==> src/rtl/core/bbr_pkg.sv <==
package bbr_pkg;

  localparam int unsigned DefMaxWidth = 1024;
  localparam int unsigned MaxHeight   = 4096;
  localparam int unsigned RowW        = 12;
  localparam int unsigned CfgWidthW   = 11;
  localparam int unsigned CfgHeightW  = 13;
  localparam int unsigned CfgDataW    = 13;
  localparam int unsigned CfgIdxW     = 1;
  localparam int unsigned WidthReset  = 1024;
  localparam int unsigned HeightReset = 1024;
  localparam int unsigned ChanW       = 8;
  localparam int unsigned PixW        = 3 * ChanW;
  localparam int unsigned CsumW       = 10;
  localparam int unsigned SumW        = 12;
  localparam int unsigned JobDepth    = 8;

  typedef enum logic [CfgIdxW-1:0] {
    RegFrameWidth  = 1'b0,
    RegFrameHeight = 1'b1
  } cfg_reg_e;

  typedef enum logic [1:0] {
    Div4 = 2'd0,
    Div6 = 2'd1,
    Div9 = 2'd2
  } div_e;

  // One mean to compute: per-column channel sums, the columns that count,
  // and the divisor that goes with them.
  typedef struct packed {
    logic [2:0][2:0][CsumW-1:0] csum;
    logic [2:0]                 col_mask;
    div_e                       div;
    logic                       eof;
    logic                       last;
  } job_t;

  typedef struct packed {
    logic push0;
    logic push1;
  } fifo_wr_t;

endpackage

==> src/rtl/core/bbr_job_fifo.sv <==
module bbr_job_fifo import bbr_pkg::*; (
  input  logic     clk_i,
  input  logic     rst_ni,
  input  fifo_wr_t wr_i,
  input  job_t     job0_i,
  input  job_t     job1_i,
  input  logic     pop_i,
  output job_t     head_o,
  output logic     empty_o,
  output logic     space_o
);

  localparam int unsigned PtrW = $clog2(JobDepth);
  localparam int unsigned CntW = $clog2(JobDepth + 1);

  job_t            q_mem [JobDepth];
  logic [PtrW-1:0] wr_ptr_q;
  logic [PtrW-1:0] rd_ptr_q;
  logic [CntW-1:0] cnt_q;
  logic            do_pop;

  assign empty_o = cnt_q == '0;
  assign head_o  = q_mem[rd_ptr_q];
  assign do_pop  = pop_i && !empty_o;
  // Room for two items in flight, two results each.
  assign space_o = cnt_q <= CntW'(JobDepth - 4);

  always_ff @(posedge clk_i) begin
    if (wr_i.push0) begin
      q_mem[wr_ptr_q] <= job0_i;
    end
    if (wr_i.push1) begin
      q_mem[PtrW'(wr_ptr_q + PtrW'(1))] <= job1_i;
    end
  end

  always_ff @(posedge clk_i or negedge rst_ni) begin
    if (!rst_ni) begin
      wr_ptr_q <= '0;
      rd_ptr_q <= '0;
      cnt_q    <= '0;
    end else begin
      wr_ptr_q <= wr_ptr_q + PtrW'(wr_i.push0) + PtrW'(wr_i.push1);
      rd_ptr_q <= rd_ptr_q + PtrW'(do_pop);
      cnt_q    <= cnt_q + CntW'(wr_i.push0) + CntW'(wr_i.push1) - CntW'(do_pop);
    end
  end

endmodule

==> config.mk <==
export PLATFORM = sky130hd
export DESIGN_NAME = bbr_job_fifo
export DESIGN_NICKNAME = d
export VERILOG_FILES = /design/src/rtl/core/bbr_pkg.sv /design/src/rtl/core/bbr_job_fifo.sv
export SDC_FILE = /design/constraint.sdc
export NUM_CORES = 1
export LEC_CHECK = 0
export BUFFER_PORTS_ARGS = -buffer_cell sky130_fd_sc_hd__buf_2
export CORE_AREA = 2 2 196 342
export CTS_CLUSTER_SIZE = 8
export DETAILED_ROUTE_END_ITERATION = 10
export DIE_AREA = 0 0 198 344
export HOLD_SLACK_MARGIN = 0.05
export PLACE_DENSITY = 0.88
export SLEW_MARGIN = 25
export SYNTH_ARGS = -nofsm -noshare
export SYNTH_HDL_FRONTEND = slang
export SYNTH_SLANG_ARGS = --single-unit
==> constraint.sdc <==
create_clock -name clk_i -period 11.3 [get_ports clk_i]
set_input_delay 0.565 -clock clk_i [delete_from_list [all_inputs] [get_ports clk_i]]
set_output_delay 0.565 -clock clk_i [all_outputs]
set_load 0.005 [all_outputs]
Yosys cells after proc, flatten, opt, wreduce, memory -nomap -nowiden
Memory sizes are Yosys's and may differ from the RTL's.
Index checks and enable logic that the tools add are counted.
{"block": "totals", "reg_bits": 10, "mem_bits_rw": 776, "in_bits": 199, "output_inout_bits": 99, "elab_cells": 19, "memories": 1}
{"memory": "q_mem", "depth": 8, "width": 97, "read_ports": 1, "rd_clocked_by_memory_dff": 0, "write_ports": 2, "line": "bbr_job_fifo.sv:16", "text": "job_t q_mem [JobDepth];"}
{"block": "op_classes", "add_sub_neg": 7, "n_lt_le_gt_ge": 1, "muxes": 4, "n_reduce_logical": 3}
{"op": "$add A3 B1 Y3", "count": 3}
{"op": "$add A4 B1 Y4", "count": 2}
{"op": "$le A4 B3 Y1 const B", "count": 1}
{"op": "$logic_not A4 Y1", "count": 1}
{"op": "$mux W1", "count": 4}
{"op": "$sub A4 B1 Y4", "count": 1}
{"op": "$add A3 B1 Y3 const B", "count": 1}
{"op": "$logic_and A1 B1 Y1", "count": 1}
{"op": "$logic_not A1 Y1", "count": 1}

Longest topological paths before layout
{"block": "logic_depth", "depth_word": 4, "mapped_depth": 9, "mapped_depth_nobuf": 9}

Least setup slack after synthesis
No wires, ideal clock.
{"block": "synth_path", "path_kind": "input to register", "start": "input port wr_i[1] (netlist bit)", "end": "memory q_mem[0][0] (netlist bit), enable pin", "setup_time_ns": 0.700, "t_arrival_ns": 7.896, "path_slack_ns": 2.704, "path_stages": 2, "n_path_buf": 0, "cell_sequence": "nand2b_1 -> o32ai_1"}
{"element": "start: declaration", "line": "bbr_job_fifo.sv:4", "text": "input fifo_wr_t wr_i,"}
{"element": "end: declaration", "line": "bbr_job_fifo.sv:16"}

==> impl_metrics.tcl <==
set metrics [dict create \
    pwr_density_cell_nw_per_um2 285.0 \
    post-route-min-period_ns 5.005 \
    setup_violations 0 \
    end_kind "output pin" \
    cts_tree "built" \
    max-cap-violations 0 \
    synth_cell_types 31 \
    root_buffer "clkbuf_16" \
    netlist_top_cells_area "edfxtp_1 60%, mux2_2 24%, mux4_2 11%" \
    numClockSinks 786 \
    chipHeight_um 344 \
    ys_ff_latch 786 \
    drt_iter0_drc 1668 \
    maxSlewViolCount 0 \
    path_clk_slew_ns 0.05 \
    period_share_pct 44.30 \
    worst_pin_slew_ns 1.120 \
    viasPerCell 6.435 \
    utilization_pct 67.96 \
    gp_congestion 0.7611 \
    ant_nets 0 \
    clockBufferDepth 3 \
    grtUsageTotal_pct 29.24 \
    netlist_instances 2053 \
    finalPower_mw 12.65 \
    dp_hpwl_um 51710 \
    cts_resized 0 \
    vias 21280 \
    ioPinCount 298 \
    syn_area_per_cell_um2 18.93 \
    rows 124 \
    drive_gt1_share_pct 62.48 \
    relSlewSlack_pct 25.36 \
    drc 0 \
    startpoint_type "flip-flop" \
    die_w_um 198 \
    netlist_area_um2 38860 \
    cp.required_ns 10.74 \
    core-area_um2 65320 \
    hold_ws_ns 0.2692 \
    firstDrtPassIters 5 \
    status "finished clean" \
    wl_met3_um 7194 \
    leakage_nw 14.93 \
    cts_buffers 108 \
    fmax_mhz 199.8 \
    drt_wl_total_um 96870 \
    die-area_um2 68110 \
    seqPwrFrac_pct 38.9 \
    p_int_mw 8.557 \
    clkPwrFrac_pct 23.0 \
    hold_path.class "input port to flip-flop" \
    setup_tns_ns 0 \
    vdd.ir_drop.worst_v 0.0003363 \
    ys_seq_area_share_pct 60.61 \
    grt_max_degree 104 \
    io_buffers 297 \
    wire_per_inst_um 29.30 \
    start_util_pct 59.49 \
    drt-met1-wl_um 35430 \
    grt_pass1_wl_um 145400 \
    met2_length_um 51160 \
    overflow 0 \
    cts_max_level 3 \
    rsz0062_at_grt "no" \
    insertion_delay_ns 0.69 \
    crit_arrival_ns 4.44 \
    path_class "flip-flop to output pin" \
    area_delta_synth_final_pct 14.23 \
    antenna_found_initial 32 \
    yosysTopAreaCell "edfxtp_1" \
    p_switching_mw 4.095 \
    skew_ns 0.02944 \
    hold_viol 0 \
    first_global_vias 23690 \
    synth_fp_nets 2264 \
    final_nets 2571 \
    ys_warn_count 0 \
    power_switching_share_pct 32.37 \
    crit_fanout 74 \
    yosysTopAreaCellShare_pct 59.97 \
    highest_layer "met5" \
    comb_power_share_pct 38.1 \
]
==> layout make-up <==
cell class              instances  area (um2)
multi-input cells            1117       14780
clock buffers                 142        2851
well taps                     882        1104
diodes                         25       62.56
repair buffers                335        1868
fillers                      4149       20930
flip-flops and latches        786       23560
inverters                      12       45.04
clock inverters                 7       116.4
==> through the flow <==
| stage | cell area, um2 | std cells | setup slack (ns) |
|---|---|---|---|
| after global routing | 44360 | 3296 | 5.947 |
| after global placement | 41250 | 3127 | 6.731 |
| final | 44390 | 3306 | 6.295 |
| after CTS | 44250 | 3278 | 5.981 |
| after detailed placement | 41270 | 3128 | 6.698 |
| after floorplan | 38860 | 2053 | 2.704 |
==> critical path: stages (launching register included) <==
cell and delay, ns:
dfrtp_4 1.02, buf_12 0.35, buf_16 0.49, buf_6 0.65
mux4_2 0.61, mux2_2 0.30, buf_2 0.13
==> Yosys cell counts <==
| library cell | instances |
|---|---|
| a221oi_1 | 1 |
| and2_1 | 1 |
| buf_1 | 14 |
| buf_2 | 79 |
| buf_4 | 7 |
| clkbuf_1 | 38 |
| dfrtp_1 | 10 |
| edfxtp_1 | 776 |
| fa_1 | 3 |
| ha_1 | 9 |
| inv_1 | 12 |
| mux2_1 | 38 |
| mux2_2 | 835 |
| mux4_2 | 194 |
| nand2_1 | 7 |
| nand2b_1 | 2 |
| nand3_1 | 1 |
| nand3b_1 | 1 |
| nor2_1 | 4 |
| nor2b_1 | 2 |
| nor3_2 | 2 |
| nor3b_1 | 1 |
| o21ai_0 | 3 |
| o21bai_1 | 2 |
| o22ai_1 | 2 |
| o31ai_1 | 1 |
| o32ai_1 | 1 |
| or2_1 | 1 |
| xnor2_1 | 1 |
| xnor2_2 | 1 |
| xor2_1 | 4 |
==> cell families after synthesis <==
group           synth area share [%]
compound gates                0.1739
xor+xnor                      0.1546
fa+ha+maj                     0.4443
buf+inv                        1.771
flops                          60.61
mux                            36.54
simple gates                  0.3059
==> state kept, by name, indices dropped and copies added (netlist names) <==
signal    flops
wr_ptr_q      3
cnt_q         4
rd_ptr_q      3
q_mem       776
==> repair_timing <==
item / CTS / global route
setup endpoints to repair: 0 / 0
hold buffers: 1 / 0
endpoints found under the hold margin: 10 / 0
setup buffers: 0 / 0
==> worst paths after layout <==
path	start	end	slack, ns	depth (start not counted)
worst max-delay path	rd_ptr_q[0]	head_o[93]	6.29	6
worst min-delay path	job1_i[53]	q_mem[5][53]	0.27	2
worst max register to register	wr_ptr_q[0]	q_mem[2][63]	6.72	6
worst min register to register	wr_ptr_q[1]	wr_ptr_q[1]	0.58	1
max in group asynchronous	rst_ni	rd_ptr_q[0]	10.63	2
min in group asynchronous	rst_ni	cnt_q[2]	0.40	2
==> per-layer routing <==
layer,vias up,global-route usage (%)
met3,189,6.043
met1,11100,34.36
met5,-,0
met2,890,51.77
li1,9070,-
met4,22,13.10
==> placed cells by master, fill, tap and decap left out, drive strengths merged, types with 5 or more instances in the layout <==
cell and n:
buf 334, clkbuf 142, clkinv 5, dfrtp 10, diode 25, edfxtp 776
ha 9, inv 14, mux2 873, mux4 194, nand2 7
==> power by group through the flow <==
stage | logic, mW | registers [mW] | clock network, mW
CTS | 4.86 | 4.93 | 2.93
floorplan | 3.28 | 4.95 | 0
global route | 5.11 | 5.00 | 3.04
global placement | 4.75 | 4.90 | 0
detailed placement | 4.83 | 4.97 | 0
finish | 4.82 | 4.92 | 2.91
(Power assumes the default switching activity.)
