$ cat src/rtl/core/bbr_pkg.sv
package bbr_pkg;

  localparam int unsigned DefMaxWidth = 1024;
  localparam int unsigned MaxHeight   = 4096;
  localparam int unsigned RowW        = 12;
  localparam int unsigned CfgWidthW   = 11;
  localparam int unsigned CfgHeightW  = 13;
  localparam int unsigned CfgDataW    = 13;
  localparam int unsigned CfgIdxW     = 1;
  localparam int unsigned WidthReset  = 1024;
  localparam int unsigned HeightReset = 1024;
  localparam int unsigned ChanW       = 8;
  localparam int unsigned PixW        = 3 * ChanW;
  localparam int unsigned CsumW       = 10;
  localparam int unsigned SumW        = 12;
  localparam int unsigned JobDepth    = 8;

  typedef enum logic [CfgIdxW-1:0] {
    RegFrameWidth  = 1'b0,
    RegFrameHeight = 1'b1
  } cfg_reg_e;

  typedef enum logic [1:0] {
    Div4 = 2'd0,
    Div6 = 2'd1,
    Div9 = 2'd2
  } div_e;

  // One mean to compute: per-column channel sums, the columns that count,
  // and the divisor that goes with them.
  typedef struct packed {
    logic [2:0][2:0][CsumW-1:0] csum;
    logic [2:0]                 col_mask;
    div_e                       div;
    logic                       eof;
    logic                       last;
  } job_t;

  typedef struct packed {
    logic push0;
    logic push1;
  } fifo_wr_t;

endpackage

$ cat src/rtl/core/bbr_back.sv
module bbr_back import bbr_pkg::*; (
  input  logic             clk_i,
  input  logic             rst_ni,
  input  job_t             job_i,
  input  logic             job_empty_i,
  output logic             job_pop_o,
  output logic             empty_o,
  input  logic             pop_i,
  output logic [ChanW-1:0] out_c0_o,
  output logic [ChanW-1:0] out_c1_o,
  output logic [ChanW-1:0] out_c2_o,
  output logic             end_of_frame_o,
  output logic             last_in_run_o
);

  localparam int unsigned RecipW = 15;
  localparam int unsigned ProdW  = SumW + RecipW;

  logic                       a_v_q;
  logic [2:0][SumW-1:0]       a_sum_q;
  div_e                       a_div_q;
  logic                       a_eof_q;
  logic                       a_last_q;
  logic                       o_v_q;
  logic [2:0][ChanW-1:0]      o_mean_q;
  logic                       o_eof_q;
  logic                       o_last_q;

  logic                       o_ready;
  logic                       a_ready;
  logic [2:0][SumW-1:0]       sum;
  logic [2:0][ChanW-1:0]      mean;
  logic [RecipW-1:0]          recip;
  logic [ProdW-1:0]           prod [3];

  // Reciprocals scaled by 2^16; exact truncation for sums up to 9 * 255.
  always_comb begin
    case (a_div_q)
      Div4:    recip = RecipW'(16384);
      Div6:    recip = RecipW'(10923);
      Div9:    recip = RecipW'(7282);
      default: recip = RecipW'(16384);
    endcase
  end

  always_comb begin
    for (int ch = 0; ch < 3; ch++) begin
      sum[ch] = SumW'(job_i.col_mask[0] ? job_i.csum[0][ch] : '0)
              + SumW'(job_i.col_mask[1] ? job_i.csum[1][ch] : '0)
              + SumW'(job_i.col_mask[2] ? job_i.csum[2][ch] : '0);
      prod[ch] = ProdW'(a_sum_q[ch]) * ProdW'(recip);
      mean[ch] = prod[ch][16 +: ChanW];
    end
  end

  assign o_ready   = !o_v_q || pop_i;
  assign a_ready   = !a_v_q || o_ready;
  assign job_pop_o = a_ready && !job_empty_i;

  always_ff @(posedge clk_i or negedge rst_ni) begin
    if (!rst_ni) begin
      a_v_q <= 1'b0;
      o_v_q <= 1'b0;
    end else begin
      if (a_ready) begin
        a_v_q <= !job_empty_i;
      end
      if (o_ready) begin
        o_v_q <= a_v_q;
      end
    end
  end

  always_ff @(posedge clk_i) begin
    if (job_pop_o) begin
      a_sum_q  <= sum;
      a_div_q  <= job_i.div;
      a_eof_q  <= job_i.eof;
      a_last_q <= job_i.last;
    end
    if (o_ready && a_v_q) begin
      o_mean_q <= mean;
      o_eof_q  <= a_eof_q;
      o_last_q <= a_last_q;
    end
  end

  assign empty_o        = !o_v_q;
  assign out_c0_o       = o_mean_q[0];
  assign out_c1_o       = o_mean_q[1];
  assign out_c2_o       = o_mean_q[2];
  assign end_of_frame_o = o_eof_q;
  assign last_in_run_o  = o_last_q;

endmodule

$ cat config.mk
export PLATFORM = sky130hd
export DESIGN_NAME = bbr_back
export DESIGN_NICKNAME = d
export VERILOG_FILES = /design/src/rtl/core/bbr_pkg.sv /design/src/rtl/core/bbr_back.sv
export SDC_FILE = /design/constraint.sdc
export NUM_CORES = 1
export LEC_CHECK = 0
export ABC_AREA = 1
export ABC_CLOCK_PERIOD_IN_PS = 5530
export BUFFER_PORTS_ARGS = -buffer_cell sky130_fd_sc_hd__buf_2
export CAP_MARGIN = 20
export CORE_MARGIN = 4
export CORE_UTILIZATION = 40
export CTS_BUF_LIST = sky130_fd_sc_hd__clkbuf_4 sky130_fd_sc_hd__clkbuf_8
export CTS_CLUSTER_SIZE = 8
export DETAILED_ROUTE_END_ITERATION = 6
export HOLD_SLACK_MARGIN = 0.12
export PLACE_DENSITY_LB_ADDON = 0.08
export SYNTH_ARGS = -nofsm -noshare
export SYNTH_HDL_FRONTEND = slang
export SYNTH_SLANG_ARGS = --single-unit
$ cat constraint.sdc
create_clock -name clk_i -period 5.53 [get_ports clk_i]
set_input_delay 1.106 -clock clk_i [delete_from_list [all_inputs] [get_ports clk_i]]
set_output_delay 1.106 -clock clk_i [all_outputs]
set_load 0.005 [all_outputs]
* Yosys cells after proc, flatten, opt, wreduce, memory -nomap -nowiden
Cells that the tools add are included.
Cells by class: add/subtract/negate cells 6, $mul 3, eq/ne operators 2, multiplexer cells 10, reductions and logical operators 7
Operators with widths (count):
- 2-to-1 mux 10 bit | 9
- multiplier 12 x 15 -> 24 bit | 3
- adder 11 x 10 -> 12 bit | 3
- adder 10 x 10 -> 11 bit | 3
- one-hot mux 15 bit (2 select lines) | 1
- zero test 1 bit | 3
- equality test 2 x 1 -> 1 bit, second input constant | 1
- equality test 2 bit, second input constant | 1
- logical AND 1 bit | 2
- logical OR 1 bit | 2
Word-level totals: flip-flop bits (word level) 68, output and inout bits 28, word-level logic and storage cells 41

* Longest topological paths before layout
word-level depth 4, mapped depth 28, gate-level depth less buffers 27

* Worst setup path after synthesis
Ideal clock, no wire load.
kind register to register, start reg a_div_q[1], end reg o_mean_q (netlist bit out_c1_o[5]) (data pin), library setup time 253 ps, arrival time 4907 ps, data required time 5277 ps, setup slack 370 ps, stages on the path, launching flop included 22, clock period less this slack 5160 ps, cell sequence edfxtp_1 > ha_1 > buf_6 > clkbuf_1 > nor2_1 > fa_1 > inv_1 > fa_1 > inv_1 > fa_1 > fa_1 > inv_1 > fa_1 > inv_1 > ha_1 > nand2_1 > nor2_1 > nand2_1 > nor3_1 > nand4_1 > nand4_1 > nand2_1
RTL lines:
- start: declaration | RTL line bbr_back.sv:21 | div_e a_div_q;
- start signal: assignment | RTL line bbr_back.sv:77 | a_div_q <= job_i.div;
- end signal: assignment | RTL line bbr_back.sv:82 | o_mean_q <= mean;
- end: declaration | RTL line bbr_back.sv:25 | logic [2:0][ChanW-1:0] o_mean_q;

==> results_dict.tcl <==
set metrics [dict create \
    tightest_slew_ps 994.3 \
    final-hold-violation-count 0 \
    grt_pass1_wl_um 78110 \
    antenna_found_initial 0 \
    maxSlewViolCount 0 \
    drtIter0Drc 728 \
    hp-start "a_last_q$_DFFE_PP_" \
    wl_um 47620 \
    grt_usage 0.2111 \
    synth-seq-cells 68 \
    via_per_inst 4.679 \
    clk_latency_ps 430 \
    post-synth-top-area-cell "fa_1" \
    required_ps 5700 \
    rows 76 \
    clk_path_buf_depth 2 \
    status "completed" \
    cp_cell_sequence "ha_4, buf_4, buf_4, nand2_1, fa_1, inv_1, ha_1, xor2_2, fa_1, fa_1, inv_1, fa_1, inv_1, ha_2, nand2_1, inv_1, nand4_1, nor2_1, nand4_1, nand3_1, nand2_1" \
    total_power_mw 8.793 \
    ioPinCount 129 \
    clock_skew_ps 29.19 \
    place_hpwl_um 42740 \
    tritoncts "yes" \
    r2r_end "out_c0_o[7]$_DFFE_PP_" \
    area_growth_pct 10.23 \
    critPathCapture "out_c0_o[7]$_DFFE_PP_" \
    fp.dieW_um 218.0 \
    crit_path_start_kind "flip-flop" \
    fin_crit_sh 0.9533 \
    place_area_um2 19120 \
    cp.arrival_ps 5440 \
    synth-seq-area-share 0.1151 \
    syn_avg_cell_area_um2 7.956 \
    num_antenna_cells 0 \
    avgRoutedWirePerCell_um 16.16 \
    drv_cap 0 \
    peakVddDrop_mv 0.2539 \
    die_y_um 218.0 \
    p_leak_nw 11.66 \
    numCtsBuffers 9 \
    first_pass_iters 7 \
    setup_viol 0 \
    portBuffers 128 \
    h-tree-depth 3 \
    r2r_setup_slack_ps 260 \
    ys_warn_count 0 \
    powerDensity_nw_per_um2 452.0 \
    synth_cells 2218 \
    crit_slowest_cell "fa_1" \
    yosys-top-cells-area "fa_1 32%, ha_1 17%, inv_1 15%" \
    crit_fanout 9 \
    grt_start_max_net_pins 41 \
    initial_utilization 0.4070 \
    max_freq_mhz 189.7 \
    drive_above_1_share 0.09064 \
    fin_nets 2976 \
    reg2reg_from "a_div_q[1]$_DFFE_PP_" \
    route.detailed.drc 0 \
    hold_buffers 0 \
    synth.top_cell.area_share 0.3188 \
    vias 13780 \
    endpoint_kind "flip-flop" \
    ff2ff_path_depth 21 \
    coreArea_um2 43360 \
    root_buffer "clkbuf_8" \
    syn-num-nets 2838 \
    clock_sinks 68 \
    clk_pin_slew_worst_paths_ps 100 \
    overflow 0 \
    synthesis.area_um2 17650 \
    die_area_um2 47540 \
    place_congestion 0.9197 \
    postRouteAntennaNets 0 \
    min_period_ps 5272 \
    maxSlewHeadroom 0.3357 \
    ys_types 37 \
    critPathKind "reg -> reg" \
    crit_path_start "a_div_q[1]$_DFFE_PP_" \
    hp-class "reg -> reg" \
    grt_pass1_vias 15170 \
    cp_slowest_stage_delay_ps 530 \
    postLayoutCellArea_um2 19450 \
]
-- registers in the layout (all words and copies together) (netlist names) --
name and count:
out_c0_o 8, a_eof_q 1, end_of_frame_o 1, out_c1_o 8, a_last_q 1, o_v_q 1
a_sum_q 36, a_v_q 1, last_in_run_o 1, a_div_q 2, out_c2_o 8
-- metrics by stage --
step	setup slack (ps)	hold WS (ps)	std cells	TNS (ps)	utilization
5_1_grt	-0.6848	434.4	2946	-0.6848	0.4486
2_1_floorplan	370.2	400.3	2218	0	-
3_3_place_gp	138.4	401.5	2928	0	0.4408
6_report	258.2	423.7	2946	0	0.4486
4_1_cts	43.48	423.4	2944	0	0.4454
3_5_place_dp	66.29	406.2	2928	0	0.4408
-- cells in the mapped netlist (all sizes together) --
library cell  number
inv              688
nand2            469
fa               281
ha               238
nor2             130
a21oi             83
edfxtp            66
xor2              55
nand3             43
o21ai             36
nand4             26
xnor2             20
clkbuf            15
o21bai            15
a21o              14
buf               10
a21boi             6
nor3               6
nor4               3
o21a               3
dfrtp              2
nand3b             2
o211ai             2
or2                2
and2               1
clkinv             1
o22ai              1
-- routing by layer --
metal,vias up,wire (µm),track usage
met2,233,23850,0.3799
met5,-,0,0
met4,0,1203,0.05519
li1,6828,-,-
met1,6669,20970,0.2715
met3,53,1597,0.02201
-- layout by cell type (no fill, tap or decap), drive strengths merged, types with 43 or more instances in the layout --
cell type and count:
ha 238, edfxtp 66, buf 151, xor2 55
inv 691, nand2 469, nor2 130, a21oi 83
nand3 43, fa 281
-- worst min path at each step --
stage,endpoint,cells past startpoint
after floorplan,end_of_frame_o$_DFFE_PP_,0
after global placement,end_of_frame_o$_DFFE_PP_,0
after detailed placement,end_of_frame_o$_DFFE_PP_,0
after CTS,o_v_q$_DFFE_PN0P_,1
after global routing,o_v_q$_DFFE_PN0P_,1
final,last_in_run_o$_DFFE_PP_,0
-- power by group --
group          switching (mW)  total, mW  internal, mW
sequential             0.0842      0.976         0.891
clock                   0.272      0.483         0.211
combinational            4.58       7.33          2.75
-- critical path, delay by kind of cell, from the launching register on --
family                     cells  cell delay [ps]
xor gates and xnor gates       1              190
and+or+nand+nor                7              810
DFF                            1              440
buffers and inverters          6              530
adders and majority gates      7             3050
-- final cells by class --
class	count	area, µm²
clock buffer	9	123.9
clock inverter	7	72.57
fill	4479	23910
inverter	689	2591
multi-input combinational	1436	13020
sequential	68	2032
tap	585	732.0
timing repair buffer	152	879.6
-- cell families after synthesis --
family	count (synthesis)	synth area share
buffers and inverters	714	0.1532
AND/OR/NAND/NOR	682	0.1549
adder cells (fa/ha/maj)	519	0.4875
AO/OA/AOI/OAI	160	0.05112
XOR/XNOR	75	0.03807
flip-flops	68	0.1151
-- repair_timing --
action,4_1_cts,5_1_grt
gates resized for setup,0,35
setup buffers,0,1
endpoints found under the setup margin,0,24
(Power assumes the default switching activity.)
